## src/rtl/spq_pkg.sv

```systemverilog
// types, codes and helpers shared by the stable priority queue modules
`default_nettype none
package spq_pkg;

  localparam int AGE_W  = 8;
  localparam int PRIO_W = 2;
  localparam int COND_W = 2;

  typedef enum logic [0:0] {
    OP_ADD  = 1'b0,
    OP_PROC = 1'b1
  } opcode_t;

  localparam logic [COND_W-1:0] COND_CRITICAL = 2'd0;
  localparam logic [COND_W-1:0] COND_URGENT   = 2'd1;

  localparam logic [PRIO_W-1:0] PRIO_NONE     = 2'd0;
  localparam logic [PRIO_W-1:0] PRIO_CRITICAL = 2'd1;
  localparam logic [PRIO_W-1:0] PRIO_URGENT   = 2'd2;
  localparam logic [PRIO_W-1:0] PRIO_NORMAL   = 2'd3;

  typedef enum logic [0:0] {
    ST_IDLE = 1'b0,
    ST_EXEC = 1'b1
  } spq_state_t;

  typedef struct packed {
    logic load_in;
    logic exec;
  } spq_cmd_t;

  function automatic logic [PRIO_W-1:0] prio_of(input logic [COND_W-1:0] code);
    logic [PRIO_W-1:0] p;
    case (code)
      COND_CRITICAL: p = PRIO_CRITICAL;
      COND_URGENT:   p = PRIO_URGENT;
      default:       p = PRIO_NORMAL;
    endcase
    return p;
  endfunction

endpackage
`default_nettype wire

```

## src/rtl/spq_ctrl.sv

```systemverilog
// controller: accept / execute sequencing and output word valid
`default_nettype none
module spq_ctrl (
  input  wire logic        clk,
  input  wire logic        rst_n,
  input  wire logic        in_valid,
  output logic             in_stall,
  output logic             out_valid,
  input  wire logic        out_stall,
  output spq_pkg::spq_cmd_t cmd
);
  import spq_pkg::*;

  spq_state_t state_r, state_nxt;
  logic       out_valid_r, out_valid_nxt;
  logic       out_free;

  assign out_free  = !out_valid_r || !out_stall;
  assign out_valid = out_valid_r;

  always_comb begin
    state_nxt = state_r;
    unique case (state_r)
      ST_IDLE: if (in_valid) state_nxt = ST_EXEC;
      ST_EXEC: if (out_free) state_nxt = ST_IDLE;
      default: state_nxt = ST_IDLE;
    endcase
  end

  always_comb begin
    in_stall    = 1'b1;
    cmd.load_in = 1'b0;
    cmd.exec    = 1'b0;
    unique case (state_r)
      ST_IDLE: begin
        in_stall    = 1'b0;
        cmd.load_in = in_valid;
      end
      ST_EXEC: begin
        cmd.exec = out_free;
      end
      default: in_stall = 1'b1;
    endcase
  end

  always_comb begin
    if (cmd.exec) begin
      out_valid_nxt = 1'b1;
    end else if (out_stall) begin
      out_valid_nxt = out_valid_r;
    end else begin
      out_valid_nxt = 1'b0;
    end
  end

  always_ff @(posedge clk) begin
    if (!rst_n) begin
      state_r     <= ST_IDLE;
      out_valid_r <= 1'b0;
    end else begin
      state_r     <= state_nxt;
      out_valid_r <= out_valid_nxt;
    end
  end

`ifndef NO_ASSERTIONS
  a_exec_gives_word: assert property (@(posedge clk) disable iff (!rst_n)
    cmd.exec |=> out_valid_r)
    else $error("executed item left no output word");
  a_load_then_exec: assert property (@(posedge clk) disable iff (!rst_n)
    cmd.load_in |=> (state_r == ST_EXEC))
    else $error("accepted item not taken to execute");
  a_no_overwrite: assert property (@(posedge clk) disable iff (!rst_n)
    (out_valid_r && out_stall) |-> !cmd.exec)
    else $error("stalled output word overwritten");
`endif

endmodule
`default_nettype wire

```

## src/rtl/spq_dpath.sv

```systemverilog
// datapath: sorted shifting chain of slots, input latch and output word registers
`default_nettype none
module spq_dpath #(
  parameter int DEPTH    = 16,
  parameter int TAG_BITS = 16
) (
  input  wire logic                       clk,
  input  wire logic                       rst_n,
  input  wire spq_pkg::spq_cmd_t          cmd,
  input  wire logic                       in_opcode,
  input  wire logic [TAG_BITS-1:0]        in_entry_tag,
  input  wire logic [spq_pkg::AGE_W-1:0]  in_entry_age,
  input  wire logic [spq_pkg::COND_W-1:0] in_condition_code,
  output logic                            out_popped_valid,
  output logic [TAG_BITS-1:0]             out_popped_tag,
  output logic [spq_pkg::AGE_W-1:0]       out_popped_age,
  output logic [spq_pkg::PRIO_W-1:0]      out_popped_priority,
  output logic                            out_empty_flag,
  output logic                            out_rejected_flag,
  output logic [$clog2(DEPTH + 1)-1:0]    out_entry_count,
  output logic                            out_front_valid,
  output logic [TAG_BITS-1:0]             out_front_tag
);
  import spq_pkg::*;

  localparam int CNT_W = $clog2(DEPTH + 1);

  opcode_t           op_r;
  logic [TAG_BITS-1:0] tag_in_r;
  logic [AGE_W-1:0]  age_in_r;
  logic [PRIO_W-1:0] prio_in_r;

  logic [TAG_BITS-1:0] tag_r [DEPTH];
  logic [AGE_W-1:0]    age_r [DEPTH];
  logic [PRIO_W-1:0]   prio_r[DEPTH];
  logic [TAG_BITS-1:0] tag_nxt [DEPTH];
  logic [AGE_W-1:0]    age_nxt [DEPTH];
  logic [PRIO_W-1:0]   prio_nxt[DEPTH];

  logic [TAG_BITS-1:0] up_tag [DEPTH];
  logic [AGE_W-1:0]    up_age [DEPTH];
  logic [PRIO_W-1:0]   up_prio[DEPTH];
  logic [DEPTH-1:0]    up_ge;
  logic [TAG_BITS-1:0] dn_tag [DEPTH];
  logic [AGE_W-1:0]    dn_age [DEPTH];
  logic [PRIO_W-1:0]   dn_prio[DEPTH];

  logic [DEPTH-1:0] ge;
  logic [CNT_W-1:0] fill_r, fill_nxt;
  logic             full, empty, do_ins, do_pop;

  logic                popped_valid_nxt, empty_flag_nxt, rejected_flag_nxt, front_valid_nxt;
  logic [TAG_BITS-1:0] popped_tag_nxt, front_tag_nxt;
  logic [AGE_W-1:0]    popped_age_nxt;
  logic [PRIO_W-1:0]   popped_prio_nxt;

  assign full   = (fill_r == CNT_W'(DEPTH));
  assign empty  = (fill_r == '0);
  assign do_ins = cmd.exec && (op_r == OP_ADD) && !full;
  assign do_pop = cmd.exec && (op_r == OP_PROC) && !empty;

  // slots ahead of the insert point: stored and of equal or better priority
  always_comb begin
    for (int i = 0; i < DEPTH; i++) begin
      ge[i] = (CNT_W'(i) < fill_r) && (prio_r[i] <= prio_in_r);
    end
  end

  for (genvar i = 0; i < DEPTH; i++) begin : g_link
    if (i == 0) begin : g_head
      assign up_tag[i]  = tag_in_r;
      assign up_age[i]  = age_in_r;
      assign up_prio[i] = prio_in_r;
      assign up_ge[i]   = 1'b1;
    end else begin : g_body
      assign up_tag[i]  = tag_r[i-1];
      assign up_age[i]  = age_r[i-1];
      assign up_prio[i] = prio_r[i-1];
      assign up_ge[i]   = ge[i-1];
    end
    if (i == DEPTH - 1) begin : g_tail
      assign dn_tag[i]  = tag_r[i];
      assign dn_age[i]  = age_r[i];
      assign dn_prio[i] = prio_r[i];
    end else begin : g_mid
      assign dn_tag[i]  = tag_r[i+1];
      assign dn_age[i]  = age_r[i+1];
      assign dn_prio[i] = prio_r[i+1];
    end
  end

  always_comb begin
    for (int i = 0; i < DEPTH; i++) begin
      tag_nxt[i]  = tag_r[i];
      age_nxt[i]  = age_r[i];
      prio_nxt[i] = prio_r[i];
      if (do_ins && !ge[i]) begin
        if (up_ge[i]) begin
          tag_nxt[i]  = tag_in_r;
          age_nxt[i]  = age_in_r;
          prio_nxt[i] = prio_in_r;
        end else begin
          tag_nxt[i]  = up_tag[i];
          age_nxt[i]  = up_age[i];
          prio_nxt[i] = up_prio[i];
        end
      end else if (do_pop) begin
        tag_nxt[i]  = dn_tag[i];
        age_nxt[i]  = dn_age[i];
        prio_nxt[i] = dn_prio[i];
      end
    end
  end

  always_comb begin
    fill_nxt          = fill_r;
    popped_valid_nxt  = 1'b0;
    popped_tag_nxt    = '0;
    popped_age_nxt    = '0;
    popped_prio_nxt   = PRIO_NONE;
    empty_flag_nxt    = 1'b0;
    rejected_flag_nxt = 1'b0;
    front_valid_nxt   = 1'b0;
    front_tag_nxt     = '0;
    if (op_r == OP_ADD) begin
      front_valid_nxt = 1'b1;
      if (full) begin
        rejected_flag_nxt = 1'b1;
        front_tag_nxt     = tag_r[0];
      end else begin
        fill_nxt      = fill_r + CNT_W'(1);
        front_tag_nxt = ge[0] ? tag_r[0] : tag_in_r;
      end
    end else if (empty) begin
      empty_flag_nxt = 1'b1;
    end else begin
      fill_nxt         = fill_r - CNT_W'(1);
      popped_valid_nxt = 1'b1;
      popped_tag_nxt   = tag_r[0];
      popped_age_nxt   = age_r[0];
      popped_prio_nxt  = prio_r[0];
      front_valid_nxt  = (fill_r > CNT_W'(1));
      front_tag_nxt    = (fill_r > CNT_W'(1)) ? tag_r[1] : '0;
    end
  end

  always_ff @(posedge clk) begin
    if (cmd.load_in) begin
      op_r      <= opcode_t'(in_opcode);
      tag_in_r  <= in_entry_tag;
      age_in_r  <= in_entry_age;
      prio_in_r <= prio_of(in_condition_code);
    end
    if (cmd.exec) begin
      for (int i = 0; i < DEPTH; i++) begin
        tag_r[i]  <= tag_nxt[i];
        age_r[i]  <= age_nxt[i];
        prio_r[i] <= prio_nxt[i];
      end
      out_popped_valid    <= popped_valid_nxt;
      out_popped_tag      <= popped_tag_nxt;
      out_popped_age      <= popped_age_nxt;
      out_popped_priority <= popped_prio_nxt;
      out_empty_flag      <= empty_flag_nxt;
      out_rejected_flag   <= rejected_flag_nxt;
      out_entry_count     <= fill_nxt;
      out_front_valid     <= front_valid_nxt;
      out_front_tag       <= front_tag_nxt;
    end
  end

  always_ff @(posedge clk) begin
    if (!rst_n) begin
      fill_r <= '0;
    end else if (cmd.exec) begin
      fill_r <= fill_nxt;
    end
  end

`ifndef NO_ASSERTIONS
  a_fill_bound: assert property (@(posedge clk) disable iff (!rst_n)
    fill_r <= CNT_W'(DEPTH))
    else $error("fill count beyond depth");
  a_ins_count: assert property (@(posedge clk) disable iff (!rst_n)
    do_ins |=> (fill_r == $past(fill_r) + CNT_W'(1)))
    else $error("insert did not raise fill count");
  a_pop_prio: assert property (@(posedge clk) disable iff (!rst_n)
    do_pop |=> (out_popped_priority != PRIO_NONE) && out_popped_valid)
    else $error("popped word without a priority");
`endif

endmodule
`default_nettype wire

```

## src/rtl/stable_priority_queue_core.sv

```systemverilog
// top level of the stable priority queue: controller plus slot-chain datapath
// the result word is registered when the accepted item is executed, which waits while the output is stalled
// the controller's accept then execute sequence takes no new item until the accepted one has been executed
// an add inserts (unless full) and a process pops (unless empty) on the shifting slot chain
// reset (synchronous, active low) clears fill count and output valid; slots are not cleared
`default_nettype none
module stable_priority_queue_core #(
  parameter int DEPTH    = 16,
  parameter int TAG_BITS = 16
) (
  input  wire logic                       clk,
  input  wire logic                       rst_n,
  input  wire logic                       in_valid,
  output logic                            in_stall,
  input  wire logic                       in_opcode,
  input  wire logic [TAG_BITS-1:0]        in_entry_tag,
  input  wire logic [spq_pkg::AGE_W-1:0]  in_entry_age,
  input  wire logic [spq_pkg::COND_W-1:0] in_condition_code,
  output logic                            out_valid,
  input  wire logic                       out_stall,
  output logic                            out_popped_valid,
  output logic [TAG_BITS-1:0]             out_popped_tag,
  output logic [spq_pkg::AGE_W-1:0]       out_popped_age,
  output logic [spq_pkg::PRIO_W-1:0]      out_popped_priority,
  output logic                            out_empty_flag,
  output logic                            out_rejected_flag,
  output logic [$clog2(DEPTH + 1)-1:0]    out_entry_count,
  output logic                            out_front_valid,
  output logic [TAG_BITS-1:0]             out_front_tag
);
  import spq_pkg::*;

  spq_cmd_t cmd;

  spq_ctrl u_ctrl (
    .clk       (clk),
    .rst_n     (rst_n),
    .in_valid  (in_valid),
    .in_stall  (in_stall),
    .out_valid (out_valid),
    .out_stall (out_stall),
    .cmd       (cmd)
  );

  spq_dpath #(
    .DEPTH    (DEPTH),
    .TAG_BITS (TAG_BITS)
  ) u_dpath (
    .clk                 (clk),
    .rst_n               (rst_n),
    .cmd                 (cmd),
    .in_opcode           (in_opcode),
    .in_entry_tag        (in_entry_tag),
    .in_entry_age        (in_entry_age),
    .in_condition_code   (in_condition_code),
    .out_popped_valid    (out_popped_valid),
    .out_popped_tag      (out_popped_tag),
    .out_popped_age      (out_popped_age),
    .out_popped_priority (out_popped_priority),
    .out_empty_flag      (out_empty_flag),
    .out_rejected_flag   (out_rejected_flag),
    .out_entry_count     (out_entry_count),
    .out_front_valid     (out_front_valid),
    .out_front_tag       (out_front_tag)
  );

endmodule
`default_nettype wire

```

## config.mk

```make
export PLATFORM = sky130hd
export DESIGN_NAME = stable_priority_queue_core
export DESIGN_NICKNAME = d
export VERILOG_FILES = /design/src/rtl/spq_pkg.sv /design/src/rtl/spq_ctrl.sv /design/src/rtl/spq_dpath.sv /design/src/rtl/stable_priority_queue_core.sv
export SDC_FILE = /design/constraint.sdc
export NUM_CORES = 1
export LEC_CHECK = 0
export BUFFER_PORTS_ARGS = -buffer_cell sky130_fd_sc_hd__buf_2
export CORE_MARGIN = 2
export CORE_UTILIZATION = 35
export DETAILED_ROUTE_END_ITERATION = 12
export GPL_ROUTABILITY_DRIVEN = 0
export GPL_TIMING_DRIVEN = 0
export HOLD_SLACK_MARGIN = 0.1
export PLACE_DENSITY_LB_ADDON = 0.1
export SLEW_MARGIN = 20
export SYNTH_ARGS = -nofsm -noshare
export SYNTH_HDL_FRONTEND = slang
export SYNTH_HIERARCHICAL = 1
export SYNTH_SLANG_ARGS = --single-unit
export TNS_END_PERCENT = 5
```

## constraint.sdc

```tcl
create_clock -name clk -period 9.35 [get_ports clk]
set_clock_uncertainty 0.05 [all_clocks]
set_input_delay 0.4675 -clock clk [delete_from_list [all_inputs] [get_ports clk]]
set_output_delay 0.4675 -clock clk [all_outputs]
set_load 0.1 [all_outputs]
```

# == Word level (Yosys, flattened, before mapping) ==
# Memories as Yosys holds them, arrays and structs flattened.
# Cells that the tools add are included.
# word_totals
reg_bits,85
ramBits,416
output_inout_bits,53
wordCells,280
memories,3
# op_classes
addsub,2
n_lt_le_gt_ge,33
eq_ne,3
mux,161
n_bitwise,2
n_reduce_logical,60
# memory_table
name,depth,word_bits,read_ports,rd_ports_with_merged_regs,write_ports,line,rtl
u_dpath.tag_r,16,16,16,0,16,spq_dpath.sv:33,logic [TAG_BITS-1:0] tag_r [DEPTH];
u_dpath.age_r,16,8,16,0,16,spq_dpath.sv:34,logic [AGE_W-1:0] age_r [DEPTH];
u_dpath.prio_r,16,2,16,0,16,spq_dpath.sv:35,logic [PRIO_W-1:0] prio_r[DEPTH];
# op_table
cell,count
$mux 16,51
$mux 8,46
$mux 2,46
$lt 4x5->1 const A,8
$logic_and 1x1->1,36
$le 2x2->1,16
$logic_not 1->1,20
$lt 3x5->1 const A,4
$mux 5,3
$mux 1,13
$lt 1x5->1 const A,2
$lt 2x5->1 const A,2
$add 5x1->5 const B,1
$eq 5x5->1 const B,1
$gt 5x1->1 const B,1
$logic_not 5->1,1
$sub 5x1->5 const B,1
$pmux 2 s2,1
$eq 2x1->1 const B,1
$logic_not 2->1,1
$ne 2x1->1 const B,1
$not 1->1,2
$pmux 1 s2,1
$reduce_or 2->1,1
$logic_or 1x1->1,1

# == Logic depth before layout (Yosys ltp) ==
# Gate-level depths: netlist (run 1).
# logic_depth
ltp_word,7
depth_mapped,10
depth_no_buf,7

# == Hierarchy ==
# The synthesis (run 1) kept the hierarchy.
# by_module_without_submodules
mod,instances,cells_per_inst,area_per_inst_um2
spq_dpath,1,2117,25286.8
spq_ctrl,1,9,86.3

# == Worst setup path after synthesis (run 1) ==
# Ideal clock, no wire load.
# synth_timing
kind,register -> register
from,reg u_ctrl.state_r
to,"mem u_dpath.age_r[15][0], in the netlist u_dpath/age_r[1][56], enable pin"
setup_ps,418
t_arrival_ps,3829
required_ps,8882
path_slack_ps,5053
path_stages_with_launch,8
n_path_buf,3
period_less_slack_ps,4297
path_cell_list,dfxtp_1 > a21boi_0 > buf_4 > inv_1 > a311o_1 > buf_4 > buf_6 > a21oi_1
# synth_lines
element,line,rtl
from (decl),spq_ctrl.sv:14,"spq_state_t state_r, state_nxt;"
from (signal assigned),spq_ctrl.sv:61,state_r <= state_nxt;
to (decl),spq_dpath.sv:34,

==> impl_metrics.ini, run 1 <==
[timing]
fin_crit_ps = 3970
fin_setup_tns_ps = 0
setup_viol = 0
finalCritPeriodShare = 0.424
rsz0062_at_grt = false
worst_slew_pin_slew_ps = 1190
drv_slew = 0
fmax_ghz = 0.252
finalHoldViolCount = 0
maxSlewHeadroom = 0.208

[routing]
route.met3.wl_um = 4280
antenna_left = 0
routed_wl_um = 87600
top_layer = met4
routed-wl-met2_um = 41000
wl_met1_um = 39100
drtIter0Drc = 1403
vias_per_cell = 5.40
avgRoutedWirePerCell_um = 26.5
firstDrtPassIters = 5
drt_drc_violations_left = 0
vias = 17854

[synthesis]
yosysUniqueCellTypes = 45
async_flop_share = 0
synth_seq_area_share = 0.590
synth_top_family_by_area = multiplexers
syn_area_mm2 = 0.0254
synth-compound-area-share = 0.0948
yosys_warnings = 6
synth.net_count = 2193
synth.ff_latch_count = 501
synth-simple-area-share = 0.0872
synth.area.mux_share = 0.173
synth_edf_count = 494
syn_avg_cell_area_um2 = 11.9
syn_inst = 2126
synth_ff_type = edfxtp_1
synthAdderAreaFrac = 0.0178
synth-xor-area-share = 0.00104

[pwr]
peakVddDrop_mv = 0.137
pwr-share-clk = 0.383
p_per_area_mw_per_mm2 = 197
power.total_w = 0.00578
power_frac_seq = 0.470
p_comb_frac = 0.147
leakagePower_nw = 12.7
p_sw_frac = 0.277
p_sw_w = 0.00160
p_int_w = 0.00418

[worst_setup_path]
worstRegToRegCells = 8
path_buf_inv = 3
crit_type = flop to flop
critical_path.cell_chain = clkbuf_2 > inv_1 > ha_1 > nand2_1 > and2_1 > nand2_1 > clkbuf_1 > nand2b_2
crit_path_max_fanout = 26
critPathMaxStageDelay_ps = 720
cp_top_family = simple AND/OR/NAND/NOR gates
cp-start-kind = flop
reg2reg_from = u_dpath/fill_r[0]
cpMaxStageDelayCell = clkbuf_1
arrival_ps = 4080
reg2reg_slack_ps = 5380
cpMostUsedCell = nand2_1
r2r_end = u_dpath/tag_r[0][65]
worstSetupEndpointType = flop
crit_required_ps = 9470

[cts]
hold_buffers = 30
clock-root-buffer = clkbuf_16
post-cts-setup-buffer-count = 0
cts_buffers = 58
clk_pin_slew_worst_paths_ps = 60
post_cts_resized = 0
clk_latency_ps = 630
cts_tree = built
cts_buffer_depth = 3
cts_max_level = 2
cts.sinks = 501

[die]
io_pins = 84
start_util = 0.354
num_rows = 98
core_area_mm2 = 0.0716
die_y_um = 273
die_w_um = 273
dieArea_mm2 = 0.0747

[cells_and_area]
syn_to_final_growth_pct = 15.8
stdcell_count = 3304
drive_above_1_share = 0.164
fillCellCount = 6933
nets = 2375
antenna_cells = 0

[global_route]
antenna_found_initial = 1
grt_pass1_vias = 18646
grt_overflow = 0
grt_max_degree = 60
grt_first_pass_wirelength_um = 127000
grt_usage = 0.233

[place]
placed_cells = 3168
io_buffers = 83
dp_hpwl_um = 64300

[worst_hold_path]
worstHoldStart = in_valid
whs_path_depth = 2
hp-class = input pin to flop
hold_end = u_dpath/tag_in_r[14]

[job]
cap_violations = 0

[status]
status = finished clean
final cells by class:
class	count	area, µm²	share of cell area
clock buffers	71	1520	0.0518
well taps	950	1190	0.0404
clock inverters	35	292	0.00992
plain buffers	167	862	0.0293
flip-flops and latches	501	15000	0.510
repair buffers	122	943	0.0321
inverters	20	75.1	0.00255
multi-input cells	1438	9530	0.324
placed cells by master (no fill, tap or decap), drive strengths merged, types with 3 or more instances in the layout:
cell type / instances
edfxtp: 494
a21oi: 387
mux2i: 380
nor2: 371
buf: 191
clkbuf: 139
nand2: 66
mux2: 51
o21ai: 43
ha: 36
dlygate4sd3: 30
and3: 30
clkinv: 27
inv: 21
nand2b: 21
nor2b: 19
dfxtp: 7
bufinv: 5
nand3: 5
or2: 3
synthesized netlist by cell type, drive strengths merged, types with 21 or more instances:
cell type  count  share of area
clkbuf        68          0.011
buf           99          0.023
nor2         371          0.055
o21ai         43         0.0085
a21oi        387          0.082
mux2i        380           0.15
and3          30         0.0074
ha            36          0.018
mux2          51          0.023
nand2b        21         0.0052
nand2         66          0.011
edfxtp       494           0.58
how the worst max path moves through the flow:
stage / from / end / slack (ps) / cells after the start
5_1_grt: u_dpath/fill_r[0] / u_dpath/tag_r[0][75] / 5240 / 8
3_5_place_dp: u_dpath/fill_r[0] / u_dpath/age_r[1][13] / 5160 / 8
2_1_floorplan: u_ctrl/state_r / u_dpath/age_r[1][56] / 5050 / 7
6_report: u_dpath/fill_r[0] / u_dpath/tag_r[0][65] / 5380 / 8
4_1_cts: u_dpath/fill_r[0] / u_dpath/age_r[1][15] / 5110 / 8
3_3_place_gp: out_stall / u_dpath/age_r[1][60] / 4220 / 8
state kept, by name (all words and copies together), names as in the netlist:
name,cells
u_ctrl/state_r,1
u_dpath/tag_r,256
u_dpath/op_r,1
u_dpath/prio_in_r,2
u_dpath/tag_in_r,16
u_dpath/out_popped_priority,2
u_dpath/out_popped_age,8
u_dpath/out_entry_count,5
u_dpath/out_front_valid,1
u_dpath/out_empty_flag,1
u_dpath/out_popped_tag,16
u_dpath/fill_r,5
u_dpath/out_popped_valid,1
u_dpath/age_r,128
u_dpath/out_rejected_flag,1
u_dpath/age_in_r,8
u_dpath/out_front_tag,16
u_ctrl/out_valid,1
u_dpath/prio_r,32
metrics by stage:
step	area [µm²]	setup slack, ps	utilization	hold WS (ps)
after floorplan	25400	5050	-	491
after global placement	27000	4220	0.377	474
after detailed placement	27300	5160	0.381	492
after CTS	29400	5110	0.410	260
after global routing	29400	5240	0.410	289
final	29400	5380	0.410	300
per-layer routing:
layer  up-vias  GRT usage
li1       8153          -
met1      9020      0.315
met2       535      0.385
met3       146     0.0288
met4         0     0.0860
met5         -          0
logic make-up after synthesis:
logic type / count (synthesis)
XOR/XNOR: 3
multiplexers: 431
AND/OR/NAND/NOR: 524
buffers and inverters: 187
AO/OA/AOI/OAI: 444
flip-flops: 501
adder cells (fa/ha/maj): 36
power groups by stage:
stage	logic (W)	clock network, W	registers, W
after floorplan	0.000481	0	0.00281
after detailed placement	0.000837	0	0.00276
after global routing	0.000909	0.00234	0.00272
final	0.000849	0.00221	0.00272
after global placement	0.000807	0	0.00277
after CTS	0.000848	0.00226	0.00271
worst reg2reg max path: stages, from the launching register on:
cell and delay, ps:
dfxtp_1 330, clkbuf_2 200, inv_1 240, ha_1 330, nand2_1 190, and2_1 230
nand2_1 510, clkbuf_1 730, nand2b_2 690
Power figures use the tool's default switching activity.
==> inputs of run 2 (changes only) <==
Clock period 9.35 ns to 3.9 ns, I/O delays scaled along.
==> impl_metrics.ini, run 2 (synthesis gave the netlist of run 1 again) <==
[worst_hold_path]
worstHoldStart = in_entry_tag[1]
hp-class = input pin to flop
whs_path_depth = 2
hold_end = u_dpath/tag_in_r[1]

[timing]
fmax_ghz = 0.269
fin_crit_ps = 3710
fin_setup_tns_ps = 0
worst_slew_pin_slew_ps = 1150
rsz0062_at_grt = false
drv_slew = 0
maxSlewHeadroom = 0.236
setup_viol = 0
finalCritPeriodShare = 0.952
finalHoldViolCount = 0
whs_ps = 215

[worst_setup_path]
r2r_end = u_dpath/age_r[0][1]
reg2reg_slack_ps = 190
crit_required_ps = 4170
startpoint = u_ctrl/state_r
worstSetupEndpointType = flop
cp-start-kind = flop
reg2reg_from = u_ctrl/state_r
crit_type = flop to flop
worstRegToRegCells = 9
crit_path_max_fanout = 59
arrival_ps = 3980

[routing]
vias_per_cell = 5.39
vias = 17858
drt_drc_violations_left = 0
avgRoutedWirePerCell_um = 26.2
antenna_left = 0
drtIter0Drc = 1494
routed_wl_um = 86900
firstDrtPassIters = 5

[cts]
clk_pin_slew_worst_paths_ps = 60
cts_buffer_depth = 3
cts_max_level = 2
clk_latency_ps = 630
cts_tree = built
clock-root-buffer = clkbuf_16
cts_buffers = 58
cts.sinks = 501

[place]
placed_cells = 3167
io_buffers = 83
dp_hpwl_um = 63800

[die]
die_y_um = 273
start_util = 0.354
dieArea_mm2 = 0.0747
num_rows = 98
core_area_mm2 = 0.0716
io_pins = 84
die_w_um = 273

[cells_and_area]
antenna_cells = 0
stdcell_count = 3313
drive_above_1_share = 0.167
seqCellArea_mm2 = 0.0150
largest_reg_flops = 256
fin_util = 0.414
multi_input_area_mm2 = 0.00954
syn_to_final_growth_pct = 16.8
largest_registers = u_dpath/tag_r: 256 flops, u_dpath/age_r: 128 flops, u_dpath/prio_r: 32 flops
nets = 2381
layout_common_cells = 494 x edfxtp_1, 380 x mux2i_1, 371 x a21oi_1, 371 x nor2_1, 148 x buf_2
mostFrequentLayoutCell = edfxtp_1
largest_register = u_dpath/tag_r
fillCellCount = 6953

[pwr]
leakagePower_nw = 12.8
p_per_area_mw_per_mm2 = 485
p_sw_frac = 0.270
p_comb_frac = 0.142
pwr-share-clk = 0.405
p_int_w = 0.0105
p_sw_w = 0.00387
peakVddDrop_mv = 0.351
power_frac_seq = 0.453
power.total_w = 0.0144

[global_route]
antenna_found_initial = 4
grt_overflow = 0
grt_pass1_vias = 18565
grt_usage = 0.231
grt_first_pass_wirelength_um = 125000
grt_max_degree = 60

[status]
status = finished clean

[job]
cap_violations = 0
## run 2: cell types whose count changed in the layout (fill, tap and decap cells not counted), sizes merged
cell,delta
buf,+3
bufinv,+7
clkbuf,-1
clkinv,-5
clkinvlp,+2
dlygate4sd3,+3
## run 2: critical path, cell delays in order (launching register included)
cell	delay [ps]
dfxtp_1	430
a21boi_0	220
buf_4	570
inv_1	190
a311o_1	360
buf_4	200
a21oi_4	440
buf_2	410
nand2b_2	250
buf_12	210
## run 2: area by class of cell
cell class | instances | share of cell area
repair buffers | 128 | 0.0329
well taps | 950 | 0.0401
multi-input cells | 1438 | 0.322
clock buffers | 70 | 0.0512
plain buffers | 167 | 0.0291
inverters | 20 | 0.00266
flip-flops and latches | 501 | 0.505
clock inverters | 39 | 0.0171
## run 2: per-layer routing
metal / global-route usage / vias to the layer above / routed length [µm]
li1: - / 8183 / -
met1: 0.313 / 9018 / 38800
met2: 0.375 / 493 / 40200
met3: 0.0299 / 160 / 4160
met4: 0.0949 / 4 / 3640
met5: 0 / - / 23
## run 2: worst max-delay path by stage
| stage | endpoint | slack, ps | cells after the start |
|---|---|---|---|
| floorplan | u_dpath/age_r[0][0] | -70 | 8 |
| global placement | u_dpath/age_r[0][1] | -570 | 7 |
| detailed placement | u_dpath/tag_r[0][22] | 30 | 8 |
| CTS | u_dpath/tag_r[0][22] | 20 | 8 |
| global route | u_dpath/age_r[0][1] | 30 | 9 |
| finish | u_dpath/age_r[0][1] | 190 | 9 |
## run 2: stage by stage
step	area, µm²	setup WS [ps]
floorplan	25400	-69.7
global placement	27000	-570
detailed placement	27200	34.9
CTS	29600	15.1
global route	29600	32.3
finish	29600	187
## run 2: power groups by stage
stage	registers, W	logic (W)	clock network [W]
final	0.00651	0.00204	0.00583
after global routing	0.00652	0.00218	0.00618
after CTS	0.00650	0.00203	0.00597
after detailed placement	0.00662	0.00200	0
after global placement	0.00663	0.00193	0
after floorplan	0.00673	0.00115	0
## run 2: what timing repair did
action | CTS | global route
hold endpoints to repair | 48 | 0
endpoints found under the setup margin | 20 | 49
setup buffers | 0 | 4
hold buffers | 33 | 0
resized for setup | 1 | 3
